File: src/rtl/core/stopwatch_seven_segment_scan_macros.svh
// Assertion macros for the stopwatch display scan.
`ifndef STOPWATCH_SEVEN_SEGMENT_SCAN_MACROS_SVH
`define STOPWATCH_SEVEN_SEGMENT_SCAN_MACROS_SVH

// Same-cycle implication, disabled during reset.
`define SW7_ASSERT_NOW(label, clk, rst_n, ante, cons) \
    label: assert property (@(posedge clk) disable iff (!rst_n) (ante) |-> (cons)) \
        else $error("stopwatch scan: same-cycle check failed");

// Next-cycle implication, disabled during reset.
`define SW7_ASSERT_NEXT(label, clk, rst_n, ante, cons) \
    label: assert property (@(posedge clk) disable iff (!rst_n) (ante) |=> (cons)) \
        else $error("stopwatch scan: next-cycle check failed");

`endif

File: src/rtl/core/sw7seg_pkg.sv
// Types, constants and the segment decoder for the stopwatch display scan.
package sw7seg_pkg;

    localparam int DIGIT_SLOTS = 4;
    localparam int SLOT_W = $clog2(DIGIT_SLOTS);

    localparam logic [SLOT_W-1:0] POINT_INDEX = SLOT_W'(DIGIT_SLOTS - 2);
    localparam logic [SLOT_W-1:0] LAST_INDEX = SLOT_W'(DIGIT_SLOTS - 1);

    localparam int COUNT_W = 14;
    localparam int PHASE_W = 10;
    localparam int QUIET_W = 16;
    localparam int CFG_DATA_W = 16;
    localparam int CFG_INDEX_W = 1;

    localparam logic [COUNT_W-1:0] COUNT_TOP = 14'd9999;
    localparam logic [QUIET_W-1:0] QUIET_MAX = 16'hFFFF;

    localparam logic [QUIET_W-1:0] DEBOUNCE_RESET = 16'd200;
    localparam logic [PHASE_W-1:0] TICKS_RESET = 10'd10;

    localparam logic [CFG_INDEX_W-1:0] CFG_DEBOUNCE = 1'd0;
    localparam logic [CFG_INDEX_W-1:0] CFG_TICKS = 1'd1;

    typedef logic [DIGIT_SLOTS-1:0][3:0] bcd_t;

    typedef struct packed {
        logic start_stop_press;
        logic reset_press;
    } tick_t;

    typedef struct packed {
        logic [3:0]         digit_select;
        logic [6:0]         segments;
        logic               decimal_point;
        logic [COUNT_W-1:0] shown_count;
        logic               last_digit;
    } digit_t;

    function automatic logic [6:0] seg_of(input logic [3:0] d);
        logic [6:0] s;
        case (d)
            4'd0: s = 7'h3F;
            4'd1: s = 7'h06;
            4'd2: s = 7'h5B;
            4'd3: s = 7'h4F;
            4'd4: s = 7'h66;
            4'd5: s = 7'h6D;
            4'd6: s = 7'h7D;
            4'd7: s = 7'h07;
            4'd8: s = 7'h7F;
            4'd9: s = 7'h67;
            default: s = 7'h00;
        endcase
        return s;
    endfunction

endpackage

File: src/rtl/core/stopwatch_seven_segment_scan.sv
// Stopwatch with debounced buttons and a four-digit multiplexed display scan.
//
// tick channel: one transfer per millisecond tick, carrying the start/stop
// and reset press flags. The stopwatch state is updated in the cycle the
// tick is taken; the count is held in binary and in BCD side by side.
// digit channel: four transfers per tick, least significant slot first,
// each with the cathode select, segments, decimal point and shown count;
// last_digit marks the fourth.
// cfg channel: cfg_ready is always high; index 0 is debounce_ms, index 1
// is ticks_per_count (a value of 0 counts as 1).
// With the digit stage idle, a taken tick is held in the holding stage
// (pend_valid_reg) and is then loaded into the digit scan stage, from which
// its digits transfer. A tick's four digits all leave through the single
// digit output port; a tick is taken into a one-entry holding stage while
// the previous tick's digits are still being sent.
// Reset: debounce 200, 10 ticks per count, count 0, running, quiet timers 0,
// no digits pending.
// When digit_ready is low the current digit holds and at most one further
// tick is taken; tick_ready then stays low until the digit stage drains.
module stopwatch_seven_segment_scan (
    input  logic                                   clk,
    input  logic                                   rst_n,
    input  logic                                   tick_valid,
    output logic                                   tick_ready,
    input  sw7seg_pkg::tick_t                      tick,
    output logic                                   digit_valid,
    input  logic                                   digit_ready,
    output sw7seg_pkg::digit_t                     digit,
    input  logic                                   cfg_valid,
    output logic                                   cfg_ready,
    input  logic [sw7seg_pkg::CFG_INDEX_W-1:0]     cfg_index,
    input  logic [sw7seg_pkg::CFG_DATA_W-1:0]      cfg_data
);

`include "stopwatch_seven_segment_scan_macros.svh"

    logic [sw7seg_pkg::QUIET_W-1:0]   debounce_reg;
    logic [sw7seg_pkg::PHASE_W-1:0]   ticks_reg;
    logic [sw7seg_pkg::PHASE_W-1:0]   phase_reg, phase_next;
    logic [sw7seg_pkg::COUNT_W-1:0]   count_reg, count_next;
    sw7seg_pkg::bcd_t                 bcd_reg, bcd_next;
    logic                             running_reg, running_next;
    logic [sw7seg_pkg::QUIET_W-1:0]   ss_quiet_reg, ss_quiet_next;
    logic [sw7seg_pkg::QUIET_W-1:0]   rs_quiet_reg, rs_quiet_next;
    logic                             pend_valid_reg;

    logic                             out_valid_reg;
    logic [sw7seg_pkg::SLOT_W-1:0]    slot_reg;
    logic [sw7seg_pkg::COUNT_W-1:0]   out_count_reg;
    sw7seg_pkg::bcd_t                 out_bcd_reg;

    logic                             tick_xfer;
    logic                             digit_xfer;
    logic                             out_free;
    logic                             out_load;
    logic [sw7seg_pkg::PHASE_W-1:0]   period;
    logic [sw7seg_pkg::PHASE_W:0]     phase_inc;
    logic                             wrap;
    logic [sw7seg_pkg::QUIET_W-1:0]   ss_adv, rs_adv;
    logic [sw7seg_pkg::COUNT_W-1:0]   count_inc;
    sw7seg_pkg::bcd_t                 bcd_inc;
    logic                             carry;

    assign tick_ready  = !pend_valid_reg;
    assign tick_xfer   = tick_valid && tick_ready;
    assign digit_valid = out_valid_reg;
    assign digit_xfer  = out_valid_reg && digit_ready;
    assign out_free    = !out_valid_reg || (digit_xfer && slot_reg == sw7seg_pkg::LAST_INDEX);
    assign out_load    = pend_valid_reg && out_free;
    assign cfg_ready   = 1'b1;

    // tick update
    always_comb
    begin
        period    = (ticks_reg == '0) ? sw7seg_pkg::PHASE_W'(1) : ticks_reg;
        phase_inc = {1'b0, phase_reg} + (sw7seg_pkg::PHASE_W+1)'(1);
        wrap      = phase_inc >= {1'b0, period};
        ss_adv    = (ss_quiet_reg == sw7seg_pkg::QUIET_MAX) ? ss_quiet_reg
                                                            : ss_quiet_reg + 1'b1;
        rs_adv    = (rs_quiet_reg == sw7seg_pkg::QUIET_MAX) ? rs_quiet_reg
                                                            : rs_quiet_reg + 1'b1;
        count_inc = (count_reg == sw7seg_pkg::COUNT_TOP) ? '0 : count_reg + 1'b1;

        carry = 1'b1;
        for (int i = 0; i < sw7seg_pkg::DIGIT_SLOTS; i++)
        begin
            if (carry && bcd_reg[i] == 4'd9)
            begin
                bcd_inc[i] = 4'd0;
            end
            else
            begin
                bcd_inc[i] = bcd_reg[i] + {3'd0, carry};
                carry      = 1'b0;
            end
        end

        phase_next    = wrap ? '0 : phase_inc[sw7seg_pkg::PHASE_W-1:0];
        count_next    = count_reg;
        bcd_next      = bcd_reg;
        running_next  = running_reg;
        ss_quiet_next = ss_adv;
        rs_quiet_next = rs_adv;

        if (wrap && running_reg)
        begin
            count_next = count_inc;
            bcd_next   = bcd_inc;
        end
        if (tick.reset_press && rs_adv > debounce_reg)
        begin
            count_next    = '0;
            bcd_next      = '0;
            rs_quiet_next = '0;
        end
        if (tick.start_stop_press && ss_adv > debounce_reg)
        begin
            running_next  = !running_reg;
            ss_quiet_next = '0;
        end
    end

    always_ff @(posedge clk or negedge rst_n)
    begin
        if (!rst_n)
        begin
            debounce_reg <= sw7seg_pkg::DEBOUNCE_RESET;
            ticks_reg    <= sw7seg_pkg::TICKS_RESET;
        end
        else if (cfg_valid && cfg_ready)
        begin
            case (cfg_index)
                sw7seg_pkg::CFG_DEBOUNCE: debounce_reg <= cfg_data;
                sw7seg_pkg::CFG_TICKS:    ticks_reg <= cfg_data[sw7seg_pkg::PHASE_W-1:0];
                default: ;
            endcase
        end
    end

    always_ff @(posedge clk or negedge rst_n)
    begin
        if (!rst_n)
        begin
            phase_reg    <= '0;
            count_reg    <= '0;
            bcd_reg      <= '0;
            running_reg  <= 1'b1;
            ss_quiet_reg <= '0;
            rs_quiet_reg <= '0;
        end
        else if (tick_xfer)
        begin
            phase_reg    <= phase_next;
            count_reg    <= count_next;
            bcd_reg      <= bcd_next;
            running_reg  <= running_next;
            ss_quiet_reg <= ss_quiet_next;
            rs_quiet_reg <= rs_quiet_next;
        end
    end

    // holding stage: the state registers carry its count until it moves on
    always_ff @(posedge clk or negedge rst_n)
    begin
        if (!rst_n)
        begin
            pend_valid_reg <= 1'b0;
        end
        else if (tick_xfer)
        begin
            pend_valid_reg <= 1'b1;
        end
        else if (out_load)
        begin
            pend_valid_reg <= 1'b0;
        end
    end

    // digit scan stage
    always_ff @(posedge clk or negedge rst_n)
    begin
        if (!rst_n)
        begin
            out_valid_reg <= 1'b0;
            slot_reg      <= '0;
        end
        else if (out_load)
        begin
            out_valid_reg <= 1'b1;
            slot_reg      <= '0;
        end
        else if (digit_xfer)
        begin
            if (slot_reg == sw7seg_pkg::LAST_INDEX)
            begin
                out_valid_reg <= 1'b0;
            end
            slot_reg <= slot_reg + 1'b1;
        end
    end

    always_ff @(posedge clk)
    begin
        if (out_load)
        begin
            out_count_reg <= count_reg;
            out_bcd_reg   <= bcd_reg;
        end
    end

    always_comb
    begin
        digit.digit_select  = 4'b1000 >> slot_reg;
        digit.segments      = sw7seg_pkg::seg_of(out_bcd_reg[slot_reg]);
        digit.decimal_point = slot_reg == sw7seg_pkg::POINT_INDEX;
        digit.shown_count   = out_count_reg;
        digit.last_digit    = slot_reg == sw7seg_pkg::LAST_INDEX;
    end

    `SW7_ASSERT_NOW(a_count_range, clk, rst_n, 1'b1, count_reg <= sw7seg_pkg::COUNT_TOP)
    `SW7_ASSERT_NEXT(a_pend_moves, clk, rst_n, pend_valid_reg && !out_valid_reg, out_valid_reg && !pend_valid_reg)
    `SW7_ASSERT_NEXT(a_scan_ends, clk, rst_n, digit_xfer && digit.last_digit && !pend_valid_reg, !out_valid_reg)

endmodule

File: config.mk
export PLATFORM = sky130hd
export DESIGN_NAME = stopwatch_seven_segment_scan
export DESIGN_NICKNAME = d
export VERILOG_FILES = /design/src/rtl/core/sw7seg_pkg.sv /design/src/rtl/core/stopwatch_seven_segment_scan.sv
export VERILOG_INCLUDE_DIRS = /design/src /design/src/rtl/core
export SDC_FILE = /design/constraint.sdc
export NUM_CORES = 1
export LEC_CHECK = 0
export ABC_AREA = 1
export BUFFER_PORTS_ARGS = -buffer_cell sky130_fd_sc_hd__buf_2
export CORE_MARGIN = 2
export CORE_UTILIZATION = 65
export DETAILED_ROUTE_END_ITERATION = 16
export PLACE_DENSITY = 0.85
export SYNTH_ARGS = -nofsm -noshare
export SYNTH_HDL_FRONTEND = slang
export SYNTH_SLANG_ARGS = --single-unit
File: constraint.sdc
create_clock -name clk -period 5.66 [get_ports clk]
set_input_delay 1.132 -clock clk [delete_from_list [all_inputs] [get_ports clk]]
set_output_delay 1.132 -clock clk [all_outputs]
set_load 0.005 [all_outputs]
# Yosys cells after proc, flatten, opt, wreduce, memory -nomap -nowiden
# Memory sizes are Yosys's and may differ from the RTL's.
# Cells that the tools add are included.
# op_classes
bitwise_logic	1
eq_ne	9
addsub	9
shifts	1
magnitude_cmp	4
muxes	27
n_reduce_logical	24
# op_table
cell	count
two-way mux 16 bit	6
two-way mux 14 bit	3
adder 16 x 1 -> 16 bit, second input constant	2
equality test 16 bit, second input constant	2
> comparator 16 bit	2
two-way mux 10 bit	2
two-way mux 4 bit	5
equality test 4 bit, second input constant	4
adder 14 x 1 -> 14 bit, second input constant	1
equality test 14 bit, second input constant	1
adder 4 x 1 -> 4 bit	3
adder 10 x 1 -> 11 bit, second input constant	1
>= comparator 11 x 10 -> 1 bit	1
logical AND 1 bit	10
zero test 10 bit	1
AND reduction 2 bit	5
binary-select mux 4 bit (select 2 bit)	1
two-way mux 1 bit	8
nonzero test 2 bit	4
adder 4 x 1 -> 4 bit, second input constant	1
equality test 2 bit, second input constant	2
two-way mux 2 bit	2
>> shifter 4 x 2 -> 4 bit, first input constant	1
zero test 1 bit	3
other kinds (4)	4
# word_totals
reg_bits	133
memories	1
in_bits	24
word_cells	95
rom_bits	112
# mem_list
name	depth	width	read_ports	rd_ports_with_merged_regs	write_ports	line	rtl
(name not given)	16	7	1	0	0	sw7seg_pkg.sv:42	case (d)

# Longest topological paths before layout
# Gate-level depths: netlist (run 1).
# logic_depth
ltp_word	10
mapped_depth	22
depth_no_buf	20

# Worst setup path after synthesis (run 1)
# No wires, ideal clock.
# synth_timing
path_kind	register to output
start	reg slot_reg[0] (netlist name)
end	out digit[19] (netlist name)
required_ps	4528
stages_incl_launch_ff	12
n_path_buf	2
path_slack_ps	2701
t_arrival_ps	1827
path_cell_list	dfrtp_1 > buf_2 > inv_2 > buf_4 > nand2_1 > a32oi_1 > inv_1 > ha_1 > inv_1 > o21ai_1 > inv_1 > a22oi_1
# synth_rtl
item	line	rtl
start, declared	stopwatch_seven_segment_scan.sv:48	logic [sw7seg_pkg::SLOT_W-1:0] slot_reg;
start signal, assigned	stopwatch_seven_segment_scan.sv:198	slot_reg <= slot_reg + 1'b1;
end, declared	stopwatch_seven_segment_scan.sv:28	output sw7seg_pkg::digit_t digit,

# Worst setup path after layout (run 1)
# layout_timing
start	reg rs_quiet_reg[0] (netlist name)
end	reg count_reg[4] (netlist name)
# layout_via
elab_chain_cells	6
word_cells_on_any_way	8
classes_between	add/sub (1); order compare (1); eq/ne (1); mux (2); reduce/logical (3)
# layout_rtl
item	line	rtl
start, declared	stopwatch_seven_segment_scan.sv:44	logic [sw7seg_pkg::QUIET_W-1:0] rs_quiet_reg, rs_quiet_next;
start signal, assigned	stopwatch_seven_segment_scan.sv:158	rs_quiet_reg <= rs_quiet_next;
adder 16 x 1 -> 16 bit or equality test 16 bit (tied branches)	stopwatch_seven_segment_scan.sv:81, stopwatch_seven_segment_scan.sv:80	
two-way mux 16 bit *	stopwatch_seven_segment_scan.sv:80	rs_adv = (rs_quiet_reg == sw7seg_pkg::QUIET_MAX) ? rs_quiet_reg
> comparator 16 bit *	stopwatch_seven_segment_scan.sv:110	if (tick.reset_press && rs_adv > debounce_reg)
logical AND 1 bit *	stopwatch_seven_segment_scan.sv:110	
nonzero test 2 bit (no source line)	--	
AND reduction 2 bit (no source line)	--	
end signal, assigned	stopwatch_seven_segment_scan.sv:154	count_reg <= count_next;
end, declared	stopwatch_seven_segment_scan.sv:40	logic [sw7seg_pkg::COUNT_W-1:0] count_reg, count_next;
# Every way passes the cells marked *; elsewhere a longest branch is shown, timed or not.
# A chain may end at the register's enable or synchronous reset.

==> impl_metrics.py, run 1 <==
metrics = {
    "sta": {
        "fin_tns_setup_ps": 0,
        "fmax_mhz": 254.1,
        "worst_pin_slew_ps": 1172,
        "slew-limit-headroom_pct": 21.79,
        "fin_skew_ps": 10.94,
        "min_period_ps": 3936,
        "setup_viol": 0,
        "maxSlewViolCount": 0,
        "fin_crit_sh_pct": 69.54,
        "rsz0062_at_grt": "no",
        "finalHoldViolCount": 0,
    },
    "logic_synthesis": {
        "syn_inst": 1021,
        "synth_enable_flop_cells": 30,
        "yosys.area.top_type": "dfrtp_1",
        "synthFlopType": "dfrtp_1",
        "syn_area_mm2": 0.008133,
        "yosysTopAreaCellShare_pct": 29.85,
        "ys_types": 45,
        "synthTopCellsByArea": "dfrtp_1, nand2_1, edfxtp_1",
        "syn_avg_cell_area_um2": 7.966,
        "yosysSeqAreaShare_pct": 42.86,
        "yosysWarnings": 0,
        "syn_nets": 1109,
        "async_flop_share_pct": 77.44,
        "ys_ff_latch": 133,
    },
    "routing": {
        "wl_mm": 17.63,
        "drtIter0Drc": 566,
        "drtAntennaViolNets": 0,
        "drcViolationCount": 0,
        "first_pass_iters": 5,
        "via_per_inst": 5.576,
        "vias": 6920,
        "wl_per_cell_um": 14.20,
    },
    "clock_network": {
        "cts_root_buf": "clkbuf_16",
        "numClockSinks": 133,
        "hold_buffers": 0,
        "worstSkewPairLatency_ps": 420,
        "postCtsSetupBuffers": 0,
        "cts_buffer_depth": 2,
        "cts-resized-gates": 0,
        "ctsHtreeMaxLevel": 4,
        "cts_tree": "done",
        "cts_buffers": 17,
        "cts.clk_slew.worst_paths_ps": 60,
    },
    "placed_design": {
        "post-dp-hpwl_mm": 11.65,
        "gp_congestion": 0.9363,
        "port_buffers": 52,
    },
    "run_status": {
        "status": "finished clean",
    },
    "floorplan": {
        "start_util_pct": 67.15,
        "rows": 40,
        "dieArea_mm2": 0.01342,
        "chipWidth_um": 115.9,
        "num_io_pins": 54,
        "core-area_mm2": 0.01211,
        "die_h_um": 115.9,
    },
    "critical_path": {
        "path_class": "reg -> reg",
        "startpoint_type": "register",
        "crit_path_end_kind": "register",
        "required_ps": 6010,
        "crit_arrival_ps": 4290,
        "reg2reg_to": "count_reg[4]",
        "regToRegStartpoint": "rs_quiet_reg[0]",
        "path_max_fanout": 47,
        "r2r_cells": 17,
        "r2r_slack_ps": 1720,
    },
    "layout": {
        "antenna_cells": 0,
        "final_nets": 1148,
        "drive_above_1_share_pct": 10.25,
        "syn2layout_area_growth_pct": 11.00,
        "post-route-util_pct": 74.54,
    },
    "grt": {
        "grt_pass1_vias": 6612,
        "grt_pass1_wl_mm": 29.88,
        "overflow": 0,
        "antenna_found_initial": 0,
        "grt_max_degree": 82,
        "grt_use_total_pct": 28.19,
    },
    "worst_hold_path": {
        "hp-class": "reg -> reg",
        "holdPathEnd": "debounce_reg[3]",
        "hold_start": "debounce_reg[3]",
        "whs_path_depth": 2,
    },
    "job": {
        "cap_violations": 0,
    },
    "power_and_ir_drop": {
        "powerDensity_mw_per_mm2": 375.6,
        "p_leak_uw": 0.004703,
        "peakVddDrop_mv": 0.2626,
    },
}
==> worst max-delay path by stage <==
stage                     from           end  slack (ps)
3_5_place_dp   rs_quiet_reg[0]  count_reg[8]        1830
2_1_floorplan      slot_reg[0]     digit[19]        2700
3_3_place_gp   rs_quiet_reg[0]    bcd_reg[2]        1970
5_1_grt        rs_quiet_reg[0]  count_reg[4]        1350
4_1_cts        rs_quiet_reg[0]  count_reg[4]        1770
6_report       rs_quiet_reg[0]  count_reg[4]        1720
==> report_power, final <==
part | internal (uW) | switching, uW
Clock | 678 | 391
Combinational | 392 | 662
Sequential | 1150 | 121
Total | 2220 | 1170
==> placed cells by master (no fill, tap or decap), types with 5 or more instances in the layout <==
cell type	n
a21oi_1	32
buf_2	51
clkbuf_16	17
clkinv_2	6
dfrtp_1	97
dfstp_2	6
edfxtp_1	30
ha_1	64
inv_1	122
nand2_1	295
nand3_1	67
nand4_1	40
nor2_1	72
nor3_1	20
nor4_1	5
o21ai_0	49
xor2_1	42
==> per-stage QoR <==
step                      instances  worst slack (ps)  cell area [um^2]  total power, uW  hold slack [ps]
after floorplan                1021              2701              8133             2020            449.4
after global placement         1209              1972              8448             2282            466.6
after detailed placement       1209              1833              8448             2316            472.3
after CTS                      1241              1775              9027             3413            485.1
after global routing           1241              1353              9027             3652            507.0
final                          1241              1724              9027             3391            489.2
==> layer usage <==
metal / track usage [%] / wire length [um]
met1: 37.55 / 7718
met2: 45.65 / 8315
met3: 6.067 / 1193
met4: 10.71 / 400
met5: 0 / 0
==> cells by family (layout without fill, tap and decap cells) <==
group / count (synthesis) / count (layout) / synth area share, %
adder cells (fa/ha/maj): 64 / 64 / 9.846
XOR/XNOR: 46 / 46 / 4.954
buffers and inverters: 162 / 214 / 8.138
other: 1 / 1 / 0.04611
AND/OR/NAND/NOR: 515 / 515 / 27.31
AO/OA/AOI/OAI: 100 / 100 / 6.846
flip-flops: 133 / 133 / 42.86
==> Yosys cell counts, types with 13 or more instances <==
cell type and count:
o21ai_0 49, a21oi_1 32, buf_2 13, nand3_1 67, nand4_1 40, xor2_1 42, dfrtp_1 97, nor2_1 72
inv_1 122, nor3_1 20, ha_1 64, edfxtp_1 30, nand2_1 295
==> worst max-delay path: stages, from the launching register on <==
cell and delay (ps):
dfrtp_1 420, ha_1 240, and3_1 200, nand2_1 120
nor2_2 70, inv_2 190, o21ai_0 170, ha_1 320
nand2_1 80, nor2_1 150, nand4_1 100, o21a_1 180
nand2_1 60, buf_4 420, nand2_1 90, nand2_1 760
nand2_1 180, nand2_1 110
==> final cells by class <==
cell class,instances,area (um^2)
repair buffers,55,285.3
inverters,127,476.7
multi-input cells,726,3990
clock inverters,10,105.1
flip-flops and latches,133,3486
clock buffers,22,474.2
well taps,168,210.2
fillers,916,3084
Note: power is estimated with default switching activity, not from simulation.
==> inputs of run 2 (changes only) <==
--- a/config.mk
+++ b/config.mk
@@ -6,12 +6,12 @@
 export SDC_FILE = /design/constraint.sdc
 export NUM_CORES = 1
 export LEC_CHECK = 0
-export ABC_AREA = 1
+export ABC_AREA = 0
 export BUFFER_PORTS_ARGS = -buffer_cell sky130_fd_sc_hd__buf_2
 export CORE_MARGIN = 2
-export CORE_UTILIZATION = 65
+export CORE_UTILIZATION = 55
 export DETAILED_ROUTE_END_ITERATION = 16
-export PLACE_DENSITY = 0.85
+export PLACE_DENSITY = 0.76
 export SYNTH_ARGS = -nofsm -noshare
 export SYNTH_HDL_FRONTEND = slang
 export SYNTH_SLANG_ARGS = --single-unit
==> constraint.sdc (replaced) <==
create_clock -name clk -period 3.4 [get_ports clk]
set_input_delay 0.68 -clock clk [delete_from_list [all_inputs] [get_ports clk]]
set_output_delay 0.68 -clock clk [all_outputs]
set_load 0.005 [all_outputs]
==> run 2 against run 1 <==
The run now ends with setup timing left; clock power grew 70%; hold slack lost 180 ps; flip-flop and latch count is the same; highest routed layer unchanged.
==> impl_metrics.py, run 2 <==
metrics = {
    "floorplan": {
        "start_util_pct": 56.54,
        "num_io_pins": 54,
        "die_h_um": 123.7,
        "rows": 43,
        "dieArea_mm2": 0.01530,
        "chipWidth_um": 123.7,
        "core-area_mm2": 0.01393,
    },
    "layout": {
        "final_nets": 1035,
        "layout_common_cells": "nand2_1, dfrtp_1, buf_4, ha_1, o21ai_0",
        "layout.cells.non_filler": 1140,
        "drive_above_1_share_pct": 27.81,
        "syn2layout_area_growth_pct": 25.06,
        "antenna_cells": 0,
        "design_area_mm2": 0.009853,
    },
    "power_and_ir_drop": {
        "powerDensity_mw_per_mm2": 610.8,
        "p_leak_uw": 0.004517,
        "peakVddDrop_mv": 0.3914,
        "power_uw": 6018,
    },
    "grt": {
        "grt_pass1_wl_mm": 30.72,
        "grt_max_degree": 54,
        "antenna_found_initial": 0,
        "grt_use_total_pct": 26.00,
        "grt_pass1_vias": 6458,
        "overflow": 0,
    },
    "placed_design": {
        "port_buffers": 52,
        "post-dp-hpwl_mm": 12.85,
        "gp_congestion": 0.9210,
        "place_area_mm2": 0.008810,
        "pre_cts_ws_ps": -209.7,
        "placed_cells": 1086,
    },
    "logic_synthesis": {
        "yosysTopAreaCellShare_pct": 30.81,
        "synthTopCellsByArea": "dfrtp_1, edfxtp_1, ha_1",
        "ys_top_cells_by_count": "nand2_1, dfrtp_1, o21ai_0",
        "synth_most_common_cell": "nand2_1",
        "yosysSeqAreaShare_pct": 44.24,
        "ys_types": 75,
        "synth_enable_flop_cells": 30,
        "syn_area_mm2": 0.007879,
        "syn_avg_cell_area_um2": 9.703,
        "syn_inst": 812,
        "ys_ff_latch": 133,
        "async_flop_share_pct": 77.44,
        "yosys.area.top_type": "dfrtp_1",
        "yosysWarnings": 0,
        "synthFlopType": "dfrtp_1",
        "syn_nets": 900,
    },
    "sta": {
        "rsz0062_at_grt": "yes",
        "maxSlewViolCount": 0,
        "hold_ws_ps": 311.4,
        "fmax_mhz": 288.2,
        "fin_skew_ps": 9.438,
        "setup_viol": 14,
        "min_period_ps": 3470,
        "fin_crit_sh_pct": 102.1,
        "worst_pin_slew_ps": 768.0,
        "post-route-worst-setup-slack_ps": -70.23,
        "slew-limit-headroom_pct": 48.38,
        "finalHoldViolCount": 0,
    },
    "critical_path": {
        "startpoint_type": "register",
        "path_class": "reg -> reg",
        "required_ps": 3760,
        "path_max_fanout": 7,
        "crit_arrival_ps": 3830,
        "crit_path_end_kind": "register",
    },
    "routing": {
        "drtIter0Drc": 560,
        "wl_per_cell_um": 17.09,
        "wl_mm": 19.49,
        "drcViolationCount": 0,
        "vias": 6726,
        "drtAntennaViolNets": 0,
        "first_pass_iters": 5,
        "via_per_inst": 5.900,
    },
    "clock_network": {
        "cts.clk_slew.worst_paths_ps": 60,
        "worstSkewPairLatency_ps": 430,
        "cts_root_buf": "clkbuf_16",
        "numClockSinks": 133,
        "cts_buffer_depth": 2,
        "hold_buffers": 0,
        "cts_tree": "done",
        "cts_buffers": 17,
        "ctsHtreeMaxLevel": 4,
    },
    "job": {
        "cap_violations": 0,
    },
    "run_status": {
        "violations": "setup timing",
        "status": "finished, violations left",
    },
    "worst_hold_path": {
        "hp-class": "in -> async",
    },
}
run 2: cell types whose count changed after synthesis, moves of 16 or more:
| cell | change |
|---|---|
| nand2_1 | -196 |
| inv_1 | -71 |
| xor2_1 | -31 |
| nand3_1 | -30 |
| nand4_1 | -30 |
| nor2_1 | -24 |
| o21ai_0 | +22 |
| xnor2_1 | +21 |
| a21oi_1 | +16 |
run 2: per-layer routing:
metal	track usage (%)	wire [um]	vias to the layer above
li1	-	-	3206
met1	33.01	8295	3251
met2	43.96	9777	216
met3	4.625	881	53
met4	10.80	531	0
met5	0	0	-
run 2: path summary, 6_finish.rpt:
path	startpoint	end	slack, ps	cells after the start
hold reg to reg	count_reg[13]	out_count_reg[13]	500	0
hold / removal	rst_n	ss_quiet_reg[11]	310	1
setup reg to reg	rs_quiet_reg[0]	count_reg[8]	-70	16
min in group clk	cfg_data[15]	debounce_reg[15]	450	3
setup / recovery	rs_quiet_reg[0]	count_reg[8]	-70	16
max in group asynchronous	rst_n	debounce_reg[7]	2310	2
run 2: cell families after synthesis:
group | synth area share (%)
AOI/OAI and AO/OA | 15.86
xor gates and xnor gates | 4.002
adders and majority gates | 10.16
buffers and inverters | 4.383
DFF | 44.24
muxes | 3.271
other | 0.04760
and+or+nand+nor | 18.02
run 2: cell type report:
type | instances | area, um^2
clock buffer | 18 | 429.2
clock inverter | 14 | 153.9
fill | 973 | 4081
inverter | 51 | 191.4
multi-input combinational | 599 | 4347
sequential | 133 | 3486
tap | 180 | 225.2
timing repair buffer | 145 | 1021
run 2: where the power goes:
| part | switching [uW] | total [uW] | leakage, uW | internal (uW) |
|---|---|---|---|---|
| logic | 1150 | 2060 | 0.00267 | 915 |
| registers | 218 | 2130 | 0.00157 | 1910 |
| clock network | 740 | 1820 | 0.000279 | 1090 |
| total | 2100 | 6020 | 0.00452 | 3910 |
run 2: stage by stage:
step / util (%) / TNS, ps
finish: 70.71 / -364.4
global route: 70.71 / -6667
CTS: 68.72 / -116.5
detailed placement: 63.22 / -4195
global placement: 63.22 / -822.0
floorplan: - / -368.0
run 2: repair_timing:
item	4_1_cts	5_1_grt
cloned	1	2
setup buffers	10	9
gates resized for setup	16	59
pin swaps	13	19
endpoints found under the setup margin	43	60
run 2: critical path, cell delays in order (launching register included):
cell and delay, ps:
dfrtp_1 360, ha_2 190, nand2_2 70, nor4_4 260, buf_6 170, nor2_4 60
and2_4 140, xor2_1 140, ha_1 290, nand4_1 90, buf_4 160, o41ai_4 350
a31oi_4 110, buf_12 170, a211o_4 350, or3_1 320, o21ai_1 150
